<file path="src/rtl/core/rfa_pkg.sv">
`timescale 1ns / 1ps
package rfa_pkg;

  localparam int OperandWidth = 32;
  localparam int ValueWidth   = 64;
  localparam int QueueDepth   = 2;

  typedef enum logic [1:0] {
    ActAdd = 2'd0,
    ActSub = 2'd1,
    ActMul = 2'd2,
    ActDiv = 2'd3
  } action_e;

  typedef struct packed {
    logic [1:0]         action;
    logic signed [31:0] num_a;
    logic signed [31:0] den_a;
    logic signed [31:0] num_b;
    logic signed [31:0] den_b;
  } in_t;

  typedef struct packed {
    logic               status;
    logic signed [63:0] result_num;
    logic signed [63:0] result_den;
  } out_t;

  // Classified item handed from the front to the back
  typedef struct packed {
    logic                  err;
    logic [ValueWidth-1:0] x;
    logic [ValueWidth-1:0] y;
  } job_t;

  // Divider response
  typedef struct packed {
    logic                  busy;
    logic                  done;
    logic [ValueWidth-1:0] quo;
    logic [ValueWidth-1:0] rem;
  } div_rsp_t;

  function automatic logic [ValueWidth-1:0] mag(input logic [ValueWidth-1:0] v);
    mag = v[ValueWidth-1] ? (~v + 1'b1) : v;
  endfunction

  function automatic logic [ValueWidth-1:0] negate_if(input logic neg,
                                                      input logic [ValueWidth-1:0] v);
    negate_if = neg ? (~v + 1'b1) : v;
  endfunction

endpackage

</file>
<file path="src/rtl/core/rfa_queue.sv">
`timescale 1ns / 1ps
module rfa_queue (
  input  logic          clk_i,
  input  logic          rst_ni,
  input  logic          wr_valid_i,
  output logic          wr_ready_o,
  input  rfa_pkg::job_t wr_i,
  output logic          rd_valid_o,
  input  logic          rd_ready_i,
  output rfa_pkg::job_t rd_o
);
  import rfa_pkg::*;

  localparam int PtrW = (QueueDepth > 1) ? $clog2(QueueDepth) : 1;
  localparam int CntW = $clog2(QueueDepth + 1);

  job_t mem_q [QueueDepth];
  logic [PtrW-1:0] wp_q, rp_q;
  logic [CntW-1:0] cnt_q;
  logic push, pop;

  assign wr_ready_o = (cnt_q != CntW'(QueueDepth));
  assign rd_valid_o = (cnt_q != '0);
  assign push = wr_valid_i && wr_ready_o;
  assign pop  = rd_valid_o && rd_ready_i;
  assign rd_o = mem_q[rp_q];

  // Advance pointers and count
  always_ff @(posedge clk_i or negedge rst_ni) begin
    if (!rst_ni) begin
      wp_q  <= '0;
      rp_q  <= '0;
      cnt_q <= '0;
    end else begin
      if (push) wp_q <= (wp_q == PtrW'(QueueDepth - 1)) ? '0 : wp_q + 1'b1;
      if (pop)  rp_q <= (rp_q == PtrW'(QueueDepth - 1)) ? '0 : rp_q + 1'b1;
      cnt_q <= cnt_q + CntW'(push) - CntW'(pop);
    end
  end

  always_ff @(posedge clk_i) begin
    if (push) mem_q[wp_q] <= wr_i;
  end

endmodule

</file>
<file path="config.mk">
export PLATFORM = sky130hd
export DESIGN_NAME = rfa_queue
export DESIGN_NICKNAME = d
export VERILOG_FILES = /design/src/rtl/core/rfa_pkg.sv /design/src/rtl/core/rfa_queue.sv
export SDC_FILE = /design/constraint.sdc
export NUM_CORES = 1
export LEC_CHECK = 0
export BUFFER_PORTS_ARGS = -buffer_cell sky130_fd_sc_hd__buf_4
export CAP_MARGIN = 20
export CORE_ASPECT_RATIO = 0.7
export CORE_MARGIN = 5
export CORE_UTILIZATION = 55
export DETAILED_ROUTE_END_ITERATION = 8
export GPL_TIMING_DRIVEN = 0
export PLACE_DENSITY = 0.83
export SETUP_SLACK_MARGIN = 0.2
export SLEW_MARGIN = 20
export SYNTH_ARGS = -nofsm -noshare
export SYNTH_HDL_FRONTEND = slang
export SYNTH_SLANG_ARGS = --single-unit
export TNS_END_PERCENT = 10
</file>
<file path="constraint.sdc">
create_clock -name clk_i -period 12.8 [get_ports clk_i]
set_input_delay 0.64 -clock clk_i [delete_from_list [all_inputs] [get_ports clk_i]]
set_output_delay 0.64 -clock clk_i [all_outputs]
set_load 0.02 [all_outputs]
</file>
==> impl_metrics.ini <==
[run_status]
outcome = complete, no violations

[logic_synthesis]
syn_area_per_cell_um2 = 22.59
dominantRegCellSynth = edfxtp_1
synth.most_common_cell = edfxtp_1
ys_types = 19
synth_warnings = 0
netlist_top_cells_count = 258 x edfxtp_1, 129 x mux2_2, 10 x buf_6
yosys-top-cells-area = edfxtp_1 81%, mux2_2 15%, buf_6 1.2%
async_flop_share_pct = 1.527
ys_seq_elements = 262
synth_top_area_cell = edfxtp_1
syn_nets = 557
netlist_instances = 423
synth_area_mm2 = 0.009554
synth_edf_count = 258
yosys.area.top_type_share_pct = 81.09
yosysSeqAreaShare_pct = 82.14

[place]
post-place-ws_ps = 10470
dp_hpwl_mm = 13.88
routabilityCongestion = 0.7793
portBuffers = 263
dpl_cell_area_mm2 = 0.01200

[timing]
finalSetupViolations = 0
drv_slew = 0
timing.final.ws_setup_ps = 10280
skew_ps = 14.88
fin_crit_sh_pct = 19.70
totalNegativeSetupSlack_ps = 0
hold_viol = 0
rsz0062_at_grt = no
fin_crit_ps = 2521
fmax_mhz = 396.6
slew_headroom_pct = 59.70
worstMarginPinSlew_ps = 603.0

[critical_path]
crit_buf_inv = 3
start_kind = register
cp_common_cell = buf_4
cp-end-kind = primary output
crit_type = register to primary output
slowest_stage = dfrtp_1
arrival_ps = 1880
path_depth = 4
crit_path_max_fanout = 10
path_delay_family = buffers and inverters
cp_slowest_stage_delay_ps = 380
worstRegToRegCells = 6
path_cells = buf_4 > buf_6 > mux2_2 > buf_4
required_ps = 12160

[clock_tree]
cts.reportedPaths.clkPinSlew_ps = 60
cts.sinks = 262
cts_buffers = 24
h-tree-depth = 1
post_cts_resized = 0
cts_buffer_depth = 3
root_buffer = clkbuf_16
clock_latency_ps = 500
cts_tree = done

[layout]
syn_to_final_growth_pct = 33.22
layout.nets = 854
antenna_cells = 0
final_cell_area_mm2 = 0.01273
drive_above_1_share_pct = 60.68
utilization_pct = 74.36
fillers = 986

[hold_path]
min_path_type = primary input to register
hold_path_depth = 1

[power_and_ir_drop]
vdd_drop_max_v = 0.0001620
p_per_area_mw_per_mm2 = 236.5
p_leak_nw = 4.766

[die]
dieHeight_um = 120.3
fp.dieW_um = 167.5
io_pins = 264
start_util_pct = 55.82
core_area_mm2 = 0.01712
rows = 40
die-area_mm2 = 0.02015

[route]
postRouteAntennaNets = 0
firstDrtPassIters = 4
num_vias = 5013
vias_per_cell = 5.189
first_iter_violations = 342
drc = 0
avgRoutedWirePerCell_um = 20.41
routed_wirelength_mm = 19.72

[grt]
grt_first_pass_wirelength_mm = 30.20
grt_pass1_vias = 5379
antenna_found_initial = 0
grt_max_degree = 55
overflow = 0
grt_usage_pct = 19.12

[flow_run]
maxCapViolCount = 0
-- routing by layer --
| metal | vias to the layer above | part of all wire [%] | global-route usage [%] |
|---|---|---|---|
| met5 | - | 0 | 0 |
| met4 | 0 | 1.3 | 3.447 |
| met3 | 19 | 11 | 7.288 |
| met2 | 235 | 49 | 31.42 |
| met1 | 2483 | 39 | 24.98 |
| li1 | 2276 | - | - |
-- final timing paths --
check	start	slack (ps)	endpoint
min	wr_i[29]	320	mem_q[1][29]
min in group asynchronous	rst_ni	500	cnt_q[0]
max	rp_q	10280	rd_o[55]
max in group asynchronous	rst_ni	12190	rp_q
min reg2reg	wp_q	570	wp_q
max reg2reg	cnt_q[0]	10560	mem_q[0][16]
-- state kept, by name, summed over array words and instances (netlist names) --
name	count
wp_q	1
rp_q	1
mem_q	258
cnt_q	2
-- worst reg2reg max path, cell delays in order, from the launching register on --
cell	delay, ps
dfrtp_1	460
nand2b_1	190
nand2_1	130
nor2_4	490
buf_16	230
buf_16	190
buf_12	220
-- repair_timing --
item,in CTS,in global routing
setup endpoints to repair,0,0
hold buffers,1,0
buffers inserted,0,0
endpoints found under the hold margin,4,0
-- through the flow --
stage | power, W | instances | hold WS (ps)
after detailed placement | 0.002382 | 924 | 440.7
final | 0.003011 | 966 | 319.8
after global placement | 0.002358 | 917 | 436.5
after CTS | 0.003043 | 966 | 298.6
after global routing | 0.003148 | 966 | 289.7
after floorplan | 0.001925 | 423 | 344.4
-- cells in the final DEF, fill, tap and decap left out --
master	synthesis	final
a211oi_1	1	1
dfrtp_1	4	4
ha_1	1	1
clkinv_1	0	5
nor2_1	3	2
nand2_1	2	2
buf_4	1	264
a32oi_1	1	1
nand2b_1	1	1
xnor2_1	3	3
a21bo_2	1	1
nor2b_1	1	1
clkinvlp_4	0	1
bufinv_16	0	1
buf_12	0	3
buf_2	3	3
and3_4	0	1
edfxtp_1	258	258
o21ai_0	1	1
buf_16	0	4
nor2_4	0	1
clkbuf_16	0	25
or2_2	1	1
clkbuf_1	0	7
nand3_1	1	1
clkinv_2	0	2
buf_6	10	10
dlygate4sd3_1	0	1
mux2_2	129	129
-- cells by family (layout without fill, tap and decap cells) --
family          Yosys count  count (layout)  share of synthesized area [%]
flops                   262             262                          82.14
fa+ha+maj                 1               1                         0.1309
simple gates             10              10                         0.5109
xor+xnor                  3               3                         0.2751
mux                     129             129                          15.20
buf+inv                  14             326                          1.414
compound gates            4               4                         0.3274
-- power by group --
group          internal (W)  leakage [nW]  switching [W]
clock              0.000375         0.346       0.000280
combinational      0.000522          1.97       0.000618
sequential          0.00117          2.45      0.0000462
-- area by class of cell --
| class | count | area, um2 | share of cell area (%) |
|---|---|---|---|
| Sequential cell | 262 | 7848 | 61.65 |
| Clock inverter | 9 | 66.31 | 0.5210 |
| Multi-Input combinational cell | 147 | 1584 | 12.44 |
| Buffer | 14 | 135.1 | 1.062 |
| Tap cell | 231 | 289.0 | 2.271 |
| Timing Repair Buffer | 271 | 2155 | 16.93 |
| Clock buffer | 32 | 651.9 | 5.121 |
Power figures use the tool's default switching activity.
