File: src/rtl/core/rfa_pkg.sv
`timescale 1ns / 1ps
package rfa_pkg;

  localparam int OperandWidth = 32;
  localparam int ValueWidth   = 64;
  localparam int QueueDepth   = 2;

  typedef enum logic [1:0] {
    ActAdd = 2'd0,
    ActSub = 2'd1,
    ActMul = 2'd2,
    ActDiv = 2'd3
  } action_e;

  typedef struct packed {
    logic [1:0]         action;
    logic signed [31:0] num_a;
    logic signed [31:0] den_a;
    logic signed [31:0] num_b;
    logic signed [31:0] den_b;
  } in_t;

  typedef struct packed {
    logic               status;
    logic signed [63:0] result_num;
    logic signed [63:0] result_den;
  } out_t;

  // Classified item handed from the front to the back
  typedef struct packed {
    logic                  err;
    logic [ValueWidth-1:0] x;
    logic [ValueWidth-1:0] y;
  } job_t;

  // Divider response
  typedef struct packed {
    logic                  busy;
    logic                  done;
    logic [ValueWidth-1:0] quo;
    logic [ValueWidth-1:0] rem;
  } div_rsp_t;

  function automatic logic [ValueWidth-1:0] mag(input logic [ValueWidth-1:0] v);
    mag = v[ValueWidth-1] ? (~v + 1'b1) : v;
  endfunction

  function automatic logic [ValueWidth-1:0] negate_if(input logic neg,
                                                      input logic [ValueWidth-1:0] v);
    negate_if = neg ? (~v + 1'b1) : v;
  endfunction

endpackage

File: src/rtl/core/rfa_front.sv
`timescale 1ns / 1ps
module rfa_front #(
  parameter int OPERAND_WIDTH = rfa_pkg::OperandWidth
) (
  input  logic          clk_i,
  input  logic          rst_ni,
  input  logic          in_valid_i,
  output logic          in_ready_o,
  input  rfa_pkg::in_t  in_i,
  output logic          job_valid_o,
  input  logic          job_ready_i,
  output rfa_pkg::job_t job_o
);
  import rfa_pkg::*;

  localparam int PW = 2 * OPERAND_WIDTH;

  typedef enum logic [2:0] {
    FIdle = 3'b001,
    FMul  = 3'b010,
    FPush = 3'b100
  } fstate_e;

  fstate_e state_q, state_d;
  logic [1:0] step_q, step_d;
  logic signed [OPERAND_WIDTH-1:0] a_q, b_q, c_q, d_q;
  action_e act_q;
  logic err_q;
  logic signed [PW-1:0] p0_q, p1_q, p2_q;
  logic signed [OPERAND_WIDTH-1:0] m_l, m_r;
  logic signed [PW-1:0] prod;
  logic [ValueWidth-1:0] e0, e1, e2;
  logic bad;

  assign in_ready_o = (state_q == FIdle);

  // Classify the incoming item
  always_comb begin
    bad = (in_i.den_a[OPERAND_WIDTH-1:0] == '0) || (in_i.den_b[OPERAND_WIDTH-1:0] == '0) ||
          ((action_e'(in_i.action) == ActDiv) && (in_i.num_b[OPERAND_WIDTH-1:0] == '0));
  end

  // Select the operand pair for the shared multiplier
  always_comb begin
    unique case (step_q)
      2'd0: begin
        m_l = a_q;
        m_r = (act_q == ActMul) ? c_q : d_q;
      end
      2'd1: begin
        m_l = c_q;
        m_r = b_q;
      end
      default: begin
        m_l = b_q;
        m_r = (act_q == ActDiv) ? c_q : d_q;
      end
    endcase
    prod = m_l * m_r;
  end

  always_comb begin
    state_d = state_q;
    step_d  = step_q;
    unique case (state_q)
      FIdle: begin
        if (in_valid_i) begin
          state_d = bad ? FPush : FMul;
          step_d  = 2'd0;
        end
      end
      FMul: begin
        step_d = step_q + 2'd1;
        if (step_q == 2'd2) state_d = FPush;
      end
      FPush: begin
        if (job_ready_i) state_d = FIdle;
      end
      default: state_d = FIdle;
    endcase
  end

  always_ff @(posedge clk_i or negedge rst_ni) begin
    if (!rst_ni) begin
      state_q <= FIdle;
      step_q  <= 2'd0;
    end else begin
      state_q <= state_d;
      step_q  <= step_d;
    end
  end

  // Hold the operands and products
  always_ff @(posedge clk_i) begin
    if (in_ready_o && in_valid_i) begin
      a_q   <= in_i.num_a[OPERAND_WIDTH-1:0];
      b_q   <= in_i.den_a[OPERAND_WIDTH-1:0];
      c_q   <= in_i.num_b[OPERAND_WIDTH-1:0];
      d_q   <= in_i.den_b[OPERAND_WIDTH-1:0];
      act_q <= action_e'(in_i.action);
      err_q <= bad;
    end
    if (state_q == FMul) begin
      unique case (step_q)
        2'd0:    p0_q <= prod;
        2'd1:    p1_q <= prod;
        default: p2_q <= prod;
      endcase
    end
  end

  // Form numerator and denominator
  always_comb begin
    e0 = ValueWidth'(p0_q);
    e1 = ValueWidth'(p1_q);
    e2 = ValueWidth'(p2_q);
    job_o.err = err_q;
    job_o.y   = err_q ? '0 : e2;
    unique case (act_q)
      ActAdd:  job_o.x = e0 + e1;
      ActSub:  job_o.x = e0 - e1;
      default: job_o.x = e0;
    endcase
    if (err_q) job_o.x = '0;
  end

  assign job_valid_o = (state_q == FPush);

endmodule

File: config.mk
export PLATFORM = sky130hd
export DESIGN_NAME = rfa_front
export DESIGN_NICKNAME = d
export VERILOG_FILES = /design/src/rtl/core/rfa_pkg.sv /design/src/rtl/core/rfa_front.sv
export SDC_FILE = /design/constraint.sdc
export NUM_CORES = 2
export LEC_CHECK = 0
export BUFFER_PORTS_ARGS = -buffer_cell sky130_fd_sc_hd__buf_2
export CAP_MARGIN = 40
export CORE_MARGIN = 2
export CORE_UTILIZATION = 55
export DETAILED_ROUTE_END_ITERATION = 8
export PLACE_DENSITY = 0.78
export SLEW_MARGIN = 5
export SYNTH_ARGS = -nofsm -noshare
export SYNTH_HDL_FRONTEND = slang
export SYNTH_SLANG_ARGS = --single-unit
export TNS_END_PERCENT = 5
File: constraint.sdc
create_clock -name clk_i -period 30.2 [get_ports clk_i]
set_clock_uncertainty 0.2 [all_clocks]
set_input_delay 1.51 -clock clk_i [delete_from_list [all_inputs] [get_ports clk_i]]
set_output_delay 1.51 -clock clk_i [all_outputs]
set_load 0.05 [all_outputs]
==> summary.md <==
| Metric | Value |
|---|---|
| Worst-path clk slew | 0.06 ns |
| CTS hold repair buffers | 0 |
| Starting Density | a little under three fifths |
| Hold WC Path Type | register to register |
| First DRT Iteration DRCs | 4072 |
| Fraction of registers with async set/reset | about 1.5% |
| Seq/Total Area, Yosys | approximately 18% |
| Post-layout minimum cycle time | 11.34 ns |
| Synthesis warning total | 0 |
| Tcrit/Tclk final | roughly 38% |
| Area Overhead vs Synth | 7.74% |
| Worst skew pair latency | just under 0.6 ns |
| Core Area | approximately 97000 µm² |
| WL/cell | 23.3 µm |
| First-pass GRT wire length | around 250 mm |
| Vias in the first global route | ~44k |
| Chip width | between 300 and 400 µm |
| Resized Gates After CTS | 0 |
| Full die area | approximately 100000 µm² |
| Leading cell type in the layout, fill and taps excluded | fa_1 |
| Port buffer count | 264 |
| Flops & latches, synth | 328 |
| Drt drc | 0 |
| Reported max-cap violation count | 0 |
| Max incr delay on CP | ~0.98 ns |
| Cell Rows | approximately 110 |
| Mapped Nets | around 7.0k |
| Synth Cell Area | roughly 54000 µm² |
| Crit. End Element | register |
| DRT Pass-1 Iters | 8 |
| Setup Viol. Count Final | 0 |
| Detailed Place HPWL | approximately 130 mm |
| ANT nets after route | 0 |
| Most frequent cells in the layout | fa_1, inv_1, nor2_1, nand2_1, edfxtp_1 |
| Antenna violations before repair | 2 |
| Synth Instances | 5564 |
| Avg Cell Area, Syn | 9.67 µm² |
| Final Net Count | 7160 |
| Routed Wire Length | around 160 mm |
| I/O Pins | between 200 and 300 |
| Layout cells sized above 1 | under 10% |
| Die Y | between 300 and 400 µm |
| Post-synth EDFFs | between 300 and 400 |
| RSZ-0062 raised after global routing | false |
| Area of the multi-input gates | 39600 µm² |
| Critical path class | register to register |
| Post-synth top flop | edfxtp_1 |
| Root buffer cell | clkbuf_16 |
| Crit start category | register |
| Pin count of the biggest net entering global routing | about 130 |
| Vias | 41.5k |
| Post-CTS setup buffers | 0 |
| Critical Path AT | roughly 11 ns |
| CTS tree | built |
| Synth cell types | 78 |
| GPL Wtd Cong | roughly 1 |
| Slowest cell on the critical path | fa_1 |
| Final Hold Fails | 0 |
| Clock sinks | around 330 |
| Gr ovfl total | 0 |
| Max Clk Rate | between 80 and 90 MHz |
| Slew Viols, Final | 0 |
| Data required, critical path | about 30 ns |
| Setup tns final | 0 ns |
| Clock Path Buffers | 3 |
| Sequential Area | a little under 10000 µm² |
| Status | complete, no violations |
| Drt via density | 5.94 |
| Pin slew with the least headroom to its limit | a little over 0.9 ns |
| Worst relative slew slack | roughly two fifths |
| CTS H-Tree Depth | 2 |
| CTS Buf Count | 36 |
| FILL cells | between 8k and 9k |
| Largest fanout on the critical path | 36 |
| GRT Total Usage | roughly a third |
per-layer routing:
layer	global-route usage (%)	vias up	wire (µm)
li1	-	17700	-
met1	43.7	20600	60400
met2	51.2	2654	71300
met3	10.9	572	21500
met4	16.4	0	9780
met5	0	-	0
worst max-delay path, delay by kind of cell (launching register included):
| family | cells | cell delay (ns) |
|---|---|---|
| buffers and inverters | 10 | 2.46 |
| adders and majority gates | 9 | 4.79 |
| and+or+nand+nor | 7 | 1.62 |
| DFF | 1 | 0.33 |
| muxes | 1 | 0.15 |
| AOI/OAI and AO/OA | 4 | 1.44 |
registers in the layout, summed over array words and instances, names as in the netlist, 3 cells and up:
signal,flops
e0,64
e1,64
e2,64
a_q,32
b_q,32
c_q,32
d_q,32
state_q,3
worst paths after layout:
kind	startpoint	to	slack [ns]	cells after the start
max	act_q[1]	e2[62]	18.86	31
min	step_q[1]	step_q[1]	0.37	1
max reg2reg	act_q[1]	e2[62]	18.86	31
min reg2reg	step_q[1]	step_q[1]	0.37	1
max in group asynchronous	rst_ni	state_q[0]	29.05	1
min in group asynchronous	rst_ni	step_q[0]	0.54	1
kinds of logic after synthesis:
kind of cell	synth area share (%)
xor gates and xnor gates	2.98
DFF	18.3
AOI/OAI and AO/OA	7.60
adders and majority gates	46.2
buffers and inverters	8.68
muxes	2.38
and+or+nand+nor	13.9
synth_stat cells, drive strengths merged, types with 33 or more instances:
master / number / share of area, %
fa: 1083 / 40
and3: 42 / 0.49
edfxtp: 323 / 18
nor2b: 88 / 1.0
a21oi: 252 / 2.3
nand2b: 33 / 0.38
ha: 252 / 5.9
a21o: 58 / 0.81
xnor2: 110 / 1.8
xor2: 73 / 1.2
o21ai: 96 / 0.89
inv: 976 / 6.8
mux2i: 85 / 1.6
nor4: 38 / 0.57
nand2: 654 / 4.6
and2: 46 / 0.54
mux2: 38 / 0.80
nand3: 34 / 0.32
clkbuf: 241 / 1.7
nor2: 662 / 4.6
metrics by stage:
stage / utilization [%] / cells / area (µm²) / hold WS (ns) / worst slack [ns]
CTS: 59.8 / 6994 / 57900 / 0.377 / 19.06
finish: 59.8 / 6995 / 57900 / 0.372 / 18.86
detailed placement: 58.6 / 6929 / 56800 / 0.351 / 19.06
global placement: 58.5 / 6923 / 56700 / 0.323 / 19.26
floorplan: - / 5564 / 53800 / 0.308 / 20.45
global route: 59.8 / 6994 / 57900 / 0.399 / 18.35
area by class of cell:
class,instances,area share [%]
sequential,328,17.0
timing repair buffer,354,3.58
antenna,1,0.00432
clock buffer,39,1.57
inverter,977,6.33
clock inverter,26,0.456
multi-input combinational,3994,68.3
tap,1276,2.76
Power is not shown: default switching activity piles up to over one toggle a cycle in this logic, so the estimate is an artifact.
