`config.mk`:
```
export PLATFORM = sky130hd
export DESIGN_NAME = rfa_back
export DESIGN_NICKNAME = d
export VERILOG_FILES = /design/src/rtl/core/rfa_pkg.sv /design/src/rtl/core/rfa_div.sv /design/src/rtl/core/rfa_back.sv
export SDC_FILE = /design/constraint.sdc
export NUM_CORES = 2
export LEC_CHECK = 0
export ABC_AREA = 1
export BUFFER_PORTS_ARGS = -buffer_cell sky130_fd_sc_hd__buf_2
export CAP_MARGIN = 20
export CORE_MARGIN = 8
export CORE_UTILIZATION = 35
export CTS_BUF_LIST = sky130_fd_sc_hd__clkbuf_8
export DETAILED_ROUTE_END_ITERATION = 8
export PLACE_DENSITY_LB_ADDON = 0.12
export SYNTH_ARGS = -nofsm -noshare
export SYNTH_HDL_FRONTEND = slang
export SYNTH_SLANG_ARGS = --single-unit
```
`constraint.sdc`:
```
create_clock -name clk_i -period 33.4 [get_ports clk_i]
set_input_delay 5.01 -clock clk_i [delete_from_list [all_inputs] [get_ports clk_i]]
set_output_delay 5.01 -clock clk_i [all_outputs]
set_load 0.005 [all_outputs]
```
`src/rtl/core/rfa_pkg.sv`:
```
`timescale 1ns / 1ps
package rfa_pkg;

  localparam int OperandWidth = 32;
  localparam int ValueWidth   = 64;
  localparam int QueueDepth   = 2;

  typedef enum logic [1:0] {
    ActAdd = 2'd0,
    ActSub = 2'd1,
    ActMul = 2'd2,
    ActDiv = 2'd3
  } action_e;

  typedef struct packed {
    logic [1:0]         action;
    logic signed [31:0] num_a;
    logic signed [31:0] den_a;
    logic signed [31:0] num_b;
    logic signed [31:0] den_b;
  } in_t;

  typedef struct packed {
    logic               status;
    logic signed [63:0] result_num;
    logic signed [63:0] result_den;
  } out_t;

  // Classified item handed from the front to the back
  typedef struct packed {
    logic                  err;
    logic [ValueWidth-1:0] x;
    logic [ValueWidth-1:0] y;
  } job_t;

  // Divider response
  typedef struct packed {
    logic                  busy;
    logic                  done;
    logic [ValueWidth-1:0] quo;
    logic [ValueWidth-1:0] rem;
  } div_rsp_t;

  function automatic logic [ValueWidth-1:0] mag(input logic [ValueWidth-1:0] v);
    mag = v[ValueWidth-1] ? (~v + 1'b1) : v;
  endfunction

  function automatic logic [ValueWidth-1:0] negate_if(input logic neg,
                                                      input logic [ValueWidth-1:0] v);
    negate_if = neg ? (~v + 1'b1) : v;
  endfunction

endpackage

```
`src/rtl/core/rfa_div.sv`:
```
`timescale 1ns / 1ps
module rfa_div (
  input  logic                           clk_i,
  input  logic                           rst_ni,
  input  logic                           start_i,
  input  logic [rfa_pkg::ValueWidth-1:0] dividend_i,
  input  logic [rfa_pkg::ValueWidth-1:0] divisor_i,
  output rfa_pkg::div_rsp_t              rsp_o
);
  import rfa_pkg::*;

  localparam int CntW = $clog2(ValueWidth);

  logic busy_q, done_q;
  logic [CntW-1:0] cnt_q;
  logic [ValueWidth-1:0] rem_q, quo_q, dsr_q;
  logic [ValueWidth:0] shifted, trial;

  // One quotient bit per cycle, restoring
  always_comb begin
    shifted = {rem_q, quo_q[ValueWidth-1]};
    trial   = shifted - {1'b0, dsr_q};
  end

  always_ff @(posedge clk_i or negedge rst_ni) begin
    if (!rst_ni) begin
      busy_q <= 1'b0;
      done_q <= 1'b0;
      cnt_q  <= '0;
    end else begin
      done_q <= 1'b0;
      if (busy_q) begin
        cnt_q <= cnt_q + 1'b1;
        if (cnt_q == CntW'(ValueWidth - 1)) begin
          busy_q <= 1'b0;
          done_q <= 1'b1;
        end
      end else if (start_i) begin
        busy_q <= 1'b1;
        cnt_q  <= '0;
      end
    end
  end

  always_ff @(posedge clk_i) begin
    if (busy_q) begin
      rem_q <= trial[ValueWidth] ? shifted[ValueWidth-1:0] : trial[ValueWidth-1:0];
      quo_q <= {quo_q[ValueWidth-2:0], ~trial[ValueWidth]};
    end else if (start_i) begin
      rem_q <= '0;
      quo_q <= dividend_i;
      dsr_q <= divisor_i;
    end
  end

  assign rsp_o.busy = busy_q;
  assign rsp_o.done = done_q;
  assign rsp_o.quo  = quo_q;
  assign rsp_o.rem  = rem_q;

endmodule

```
`src/rtl/core/rfa_back.sv`:
```
`timescale 1ns / 1ps
module rfa_back (
  input  logic          clk_i,
  input  logic          rst_ni,
  input  logic          job_valid_i,
  output logic          job_ready_o,
  input  rfa_pkg::job_t job_i,
  output logic          out_valid_o,
  input  logic          out_ready_i,
  output rfa_pkg::out_t out_o
);
  import rfa_pkg::*;

  typedef enum logic [4:0] {
    BIdle = 5'b00001,
    BGcd  = 5'b00010,
    BRem  = 5'b00100,
    BDivX = 5'b01000,
    BDivY = 5'b10000
  } bstate_e;

  bstate_e state_q, state_d;
  logic [ValueWidth-1:0] x_q, y_q, ox_q, oy_q, rnum_q;
  logic out_valid_q;
  out_t out_q;
  logic start;
  logic [ValueWidth-1:0] dvd, dsr;
  div_rsp_t rsp;

  rfa_div u_div (
    .clk_i      (clk_i),
    .rst_ni     (rst_ni),
    .start_i    (start),
    .dividend_i (dvd),
    .divisor_i  (dsr),
    .rsp_o      (rsp)
  );

  assign job_ready_o = (state_q == BIdle) && !out_valid_q;
  assign out_valid_o = out_valid_q;
  assign out_o       = out_q;

  // Sequence the Euclid loop and the two final divisions
  always_comb begin
    state_d = state_q;
    start   = 1'b0;
    dvd     = mag(x_q);
    dsr     = mag(y_q);
    unique case (state_q)
      BIdle: begin
        if (job_valid_i && job_ready_o && !job_i.err) state_d = BGcd;
      end
      BGcd: begin
        start = 1'b1;
        if (y_q == '0) begin
          dvd     = mag(ox_q);
          dsr     = mag(x_q);
          state_d = BDivX;
        end else begin
          state_d = BRem;
        end
      end
      BRem: begin
        if (rsp.done) state_d = BGcd;
      end
      BDivX: begin
        dvd = mag(oy_q);
        dsr = mag(x_q);
        if (rsp.done) begin
          start   = 1'b1;
          state_d = BDivY;
        end
      end
      BDivY: begin
        if (rsp.done) state_d = BIdle;
      end
      default: state_d = BIdle;
    endcase
  end

  always_ff @(posedge clk_i or negedge rst_ni) begin
    if (!rst_ni) begin
      state_q     <= BIdle;
      out_valid_q <= 1'b0;
    end else begin
      state_q <= state_d;
      if (out_valid_q && out_ready_i) begin
        out_valid_q <= 1'b0;
      end else if ((state_q == BIdle) && job_valid_i && job_ready_o && job_i.err) begin
        out_valid_q <= 1'b1;
      end else if ((state_q == BDivY) && rsp.done) begin
        out_valid_q <= 1'b1;
      end
    end
  end

  // Hold the working pair and the result
  always_ff @(posedge clk_i) begin
    unique case (state_q)
      BIdle: begin
        if (job_valid_i && job_ready_o) begin
          x_q  <= job_i.x;
          y_q  <= job_i.y;
          ox_q <= job_i.x;
          oy_q <= job_i.y;
          if (job_i.err) begin
            out_q.status     <= 1'b1;
            out_q.result_num <= '0;
            out_q.result_den <= '0;
          end
        end
      end
      BRem: begin
        if (rsp.done) begin
          y_q <= negate_if(x_q[ValueWidth-1], rsp.rem);
          x_q <= y_q;
        end
      end
      BDivX: begin
        if (rsp.done) rnum_q <= negate_if(ox_q[ValueWidth-1] ^ x_q[ValueWidth-1], rsp.quo);
      end
      BDivY: begin
        if (rsp.done) begin
          out_q.status     <= 1'b0;
          out_q.result_num <= rnum_q;
          out_q.result_den <= negate_if(oy_q[ValueWidth-1] ^ x_q[ValueWidth-1], rsp.quo);
        end
      end
      default: begin
      end
    endcase
  end

endmodule

```
==> metrics.md <==
| Metric | Value |
|---|---|
| Top FF cell, synth | `edfxtp_1` |
| Final net count | `approximately 7000` |
| Ranking of synthesized cells by area | `edfxtp_1, nand2_1, nor2_1` |
| Routability cong. | `1.05` |
| TritonCTS clock tree | `done` |
| First-pass GRT wire length | `302000 µm` |
| CP max FO | `74` |
| Num CTS Buffers | `115` |
| GRT Overall Usage | `28.9%` |
| Mean cell area of the mapped netlist | `7.03 µm²` |
| DR vias/cell | `slightly above 5` |
| Row Count | `133` |
| Area of the die | `0.143 mm²` |
| GRT Residual Overflow | `0` |
| Final critical-path required period | `7030 ps` |
| Starting density of the core | `35.1%` |
| Post-synthesis sequential area ratio | `between 40% and 50%` |
| Die X | `379 µm` |
| Post-CTS setup buffers | `0` |
| CP max stage delay | `880 ps` |
| Post-DP HPWL | `175000 µm` |
| Clock Tree Buf Depth | `3` |
| CP arrival | `7470 ps` |
| Clk pin slew, worst setup/hold paths | `60 ps` |
| Layout area overhead | `11.8%` |
| Pleak | `23.2 nW` |
| Clk sinks | `between 600 and 700` |
| ANT nets after route | `0` |
| Flops & latches, synth | `655` |
| Die Height | `379 µm` |
| Clock Skews | `50.9 ps` |
| Class of the most critical setup path | `input pin to register` |
| Cell taking the most area after synthesis | `edfxtp_1` |
| Post-Route M1 WL | `87600 µm` |
| Power Total | `4.82 mW` |
| Setup TNS | `0 ps` |
| Drt wl/cell | `24.8 µm` |
| Root buffer cell | `clkbuf_8` |
| Crit share post-route | `about a fifth` |
| Cts hold-fix bufs | `0` |
| Post-cts gate resize count | `0` |
| Area share of the largest cell type after synthesis | `41.8%` |
| CP endpoint kind | `register` |
| WL final | `214000 µm` |
| Worst min path class | `register to register` |
| Synthesized cell area | `0.0461 mm²` |
| Pwr per Cell Area | `93.5 mW/mm²` |
| Final Hold Fails | `0` |
| CP Cell Sequence | `buf_2 -> inv_1 -> nor3_2 -> nor2_1 -> nor3_2 -> buf_4 -> buf_4` |
| Final Setup Violations | `0` |
| Distinct cell type count after synthesis | `56` |
| Port bufs | `263` |
| Wire length on met3 | `10600 µm` |
| 1st-pass router iterations | `8` |
| Startpoint type of the worst setup path | `input pin` |
| Mapped Cells | `6552` |
| H-tree Lvls | `3` |
| RSZ-0062 raised after global routing | `no` |
| Worst Tran Pin Value | `roughly 1300 ps` |
| Clock insertion delay at the later pin of the skew report | `840 ps` |
| Drt drc | `0` |
| Synth warn | `0` |
| Routed via count | `44700` |
| Core box area | `0.131 mm²` |
| Slowest CP cell | `buf_4` |
| Slew headroom | `16.0%` |
| Pin count of the biggest net entering global routing | `205` |
| Syn nets | `6757` |
| Max_cap viols | `0` |
| WHS | `between 500 and 600 ps` |
| IO Pins | `264` |
| Worst VDD drop | `0.0452 mV` |
| Highest routing layer actually used | `met4` |
| Asr flop ratio synth | `2.14%` |
| Slew Viols, Final | `0` |
| Layout cells sized above 1 | `under 10%` |
| Vias in the first global route | `43100` |
| EDFF count, synth | `between 600 and 700` |
| Critical Path RT | `33840 ps` |
| DRT iter0 DRCs | `~4000` |
| Fmax | `about 140 MHz` |
| Initial antenna violation count | `8` |
| Status | `finished, final reports clean` |
| WL met2 | `101000 µm` |
==> path summary, 6_finish.rpt <==
check                                start         endpoint  slack (ps)  cells after the start
setup / recovery               job_valid_i          x_q[62]       26370                      7
hold / removal              u_div.cnt_q[5]   u_div.cnt_q[5]         500                      1
setup reg to reg           u_div.quo_q[63]  u_div.rem_q[63]       28600                     19
hold reg to reg             u_div.cnt_q[5]   u_div.cnt_q[5]         500                      1
max in group asynchronous           rst_ni       state_q[0]       29000                      1
min in group asynchronous           rst_ni   u_div.cnt_q[0]        4100                      1
==> state kept, by name, summed over array words and instances, names as in the netlist <==
signal        cells
u_div.rem_q      64
rnum_q           64
ox_q             64
out_valid_o       1
x_q              64
oy_q             64
y_q              64
u_div.cnt_q       6
out_o           129
u_div.done_q      1
u_div.busy_q      1
u_div.quo_q      64
state_q           5
u_div.dsr_q      64
==> per-stage QoR <==
step	std cells	area [µm²]	worst slack (ps)	util [%]
final	8636	51500	26370	39.3
after detailed placement	8430	49200	25520	37.5
after floorplan	6552	46100	8920	-
after global routing	8636	51500	26210	39.3
after CTS	8635	51500	26310	39.3
after global placement	8430	49200	25450	37.5
==> layer usage <==
metal | track usage (%) | up-vias
li1 | - | 21600
met1 | 35.7 | 21100
met2 | 49.1 | 1552
met3 | 2.60 | 397
met4 | 17.2 | 0
met5 | 0 | -
==> cell type report <==
class / count / area, µm²
clock inverters: 84 / 619
fillers: 14400 / 79600
inverters: 900 / 3380
well taps: 1755 / 2200
flip-flops and latches: 655 / 19600
diodes: 1 / 2.50
clock buffers: 121 / 1670
multi-input cells: 4813 / 22400
repair buffers: 307 / 1670
==> power by group <==
| part | switching (mW) | internal (mW) | leakage [nW] |
|---|---|---|---|
| sequential | 0.283 | 1.33 | 6.25 |
| clock | 0.360 | 0.404 | 1.27 |
| combinational | 1.78 | 0.657 | 15.7 |
==> synthesized netlist by cell type, types with 7 or more instances <==
master / instances
nand2_1: 1957
nor2_1: 1101
inv_1: 887
edfxtp_1: 641
nand3_1: 493
o21ai_0: 343
a21oi_1: 194
xor2_1: 181
nand4_1: 116
clkbuf_1: 108
ha_1: 71
nor3_1: 65
a31oi_1: 49
xnor2_1: 37
buf_2: 34
o211ai_1: 33
buf_1: 28
nand3b_1: 27
or2_2: 17
nor2_2: 16
o21ai_1: 14
o21bai_1: 14
dfrtp_1: 13
nor4_1: 13
nand2_2: 12
buf_4: 10
inv_2: 9
and3_1: 7
o31ai_1: 7
==> critical path: cells and delay by family <==
family	cells	cell delay, ps
buffers and inverters	4	1670
and+or+nand+nor	3	630
==> cells by family after synthesis <==
kind of cell | after synthesis | synth area share [%]
simple gates | 3846 | 34.4
buf+inv | 1084 | 9.06
fa+ha+maj | 72 | 1.97
flops | 655 | 42.6
xor+xnor | 218 | 4.15
compound gates | 677 | 7.91
==> layout by cell type (no fill, tap or decap), types with 14 or more instances in the layout <==
cell         n
clkinv_1    23
edfxtp_1   641
buf_2      263
o21bai_1    14
clkinv_2    23
nand2_1   1956
or2_2       17
o21ai_0    343
a21oi_1    194
nand4_1    116
xnor2_1     36
ha_1        71
nand3b_1    27
buf_4       42
o211ai_1    33
a31oi_1     49
nor2_2      16
inv_1      908
nor2_1    1100
o21ai_1     14
clkbuf_8   121
nor3_1      62
nand3_1    492
xor2_1     181
(Power assumes the default switching activity.)
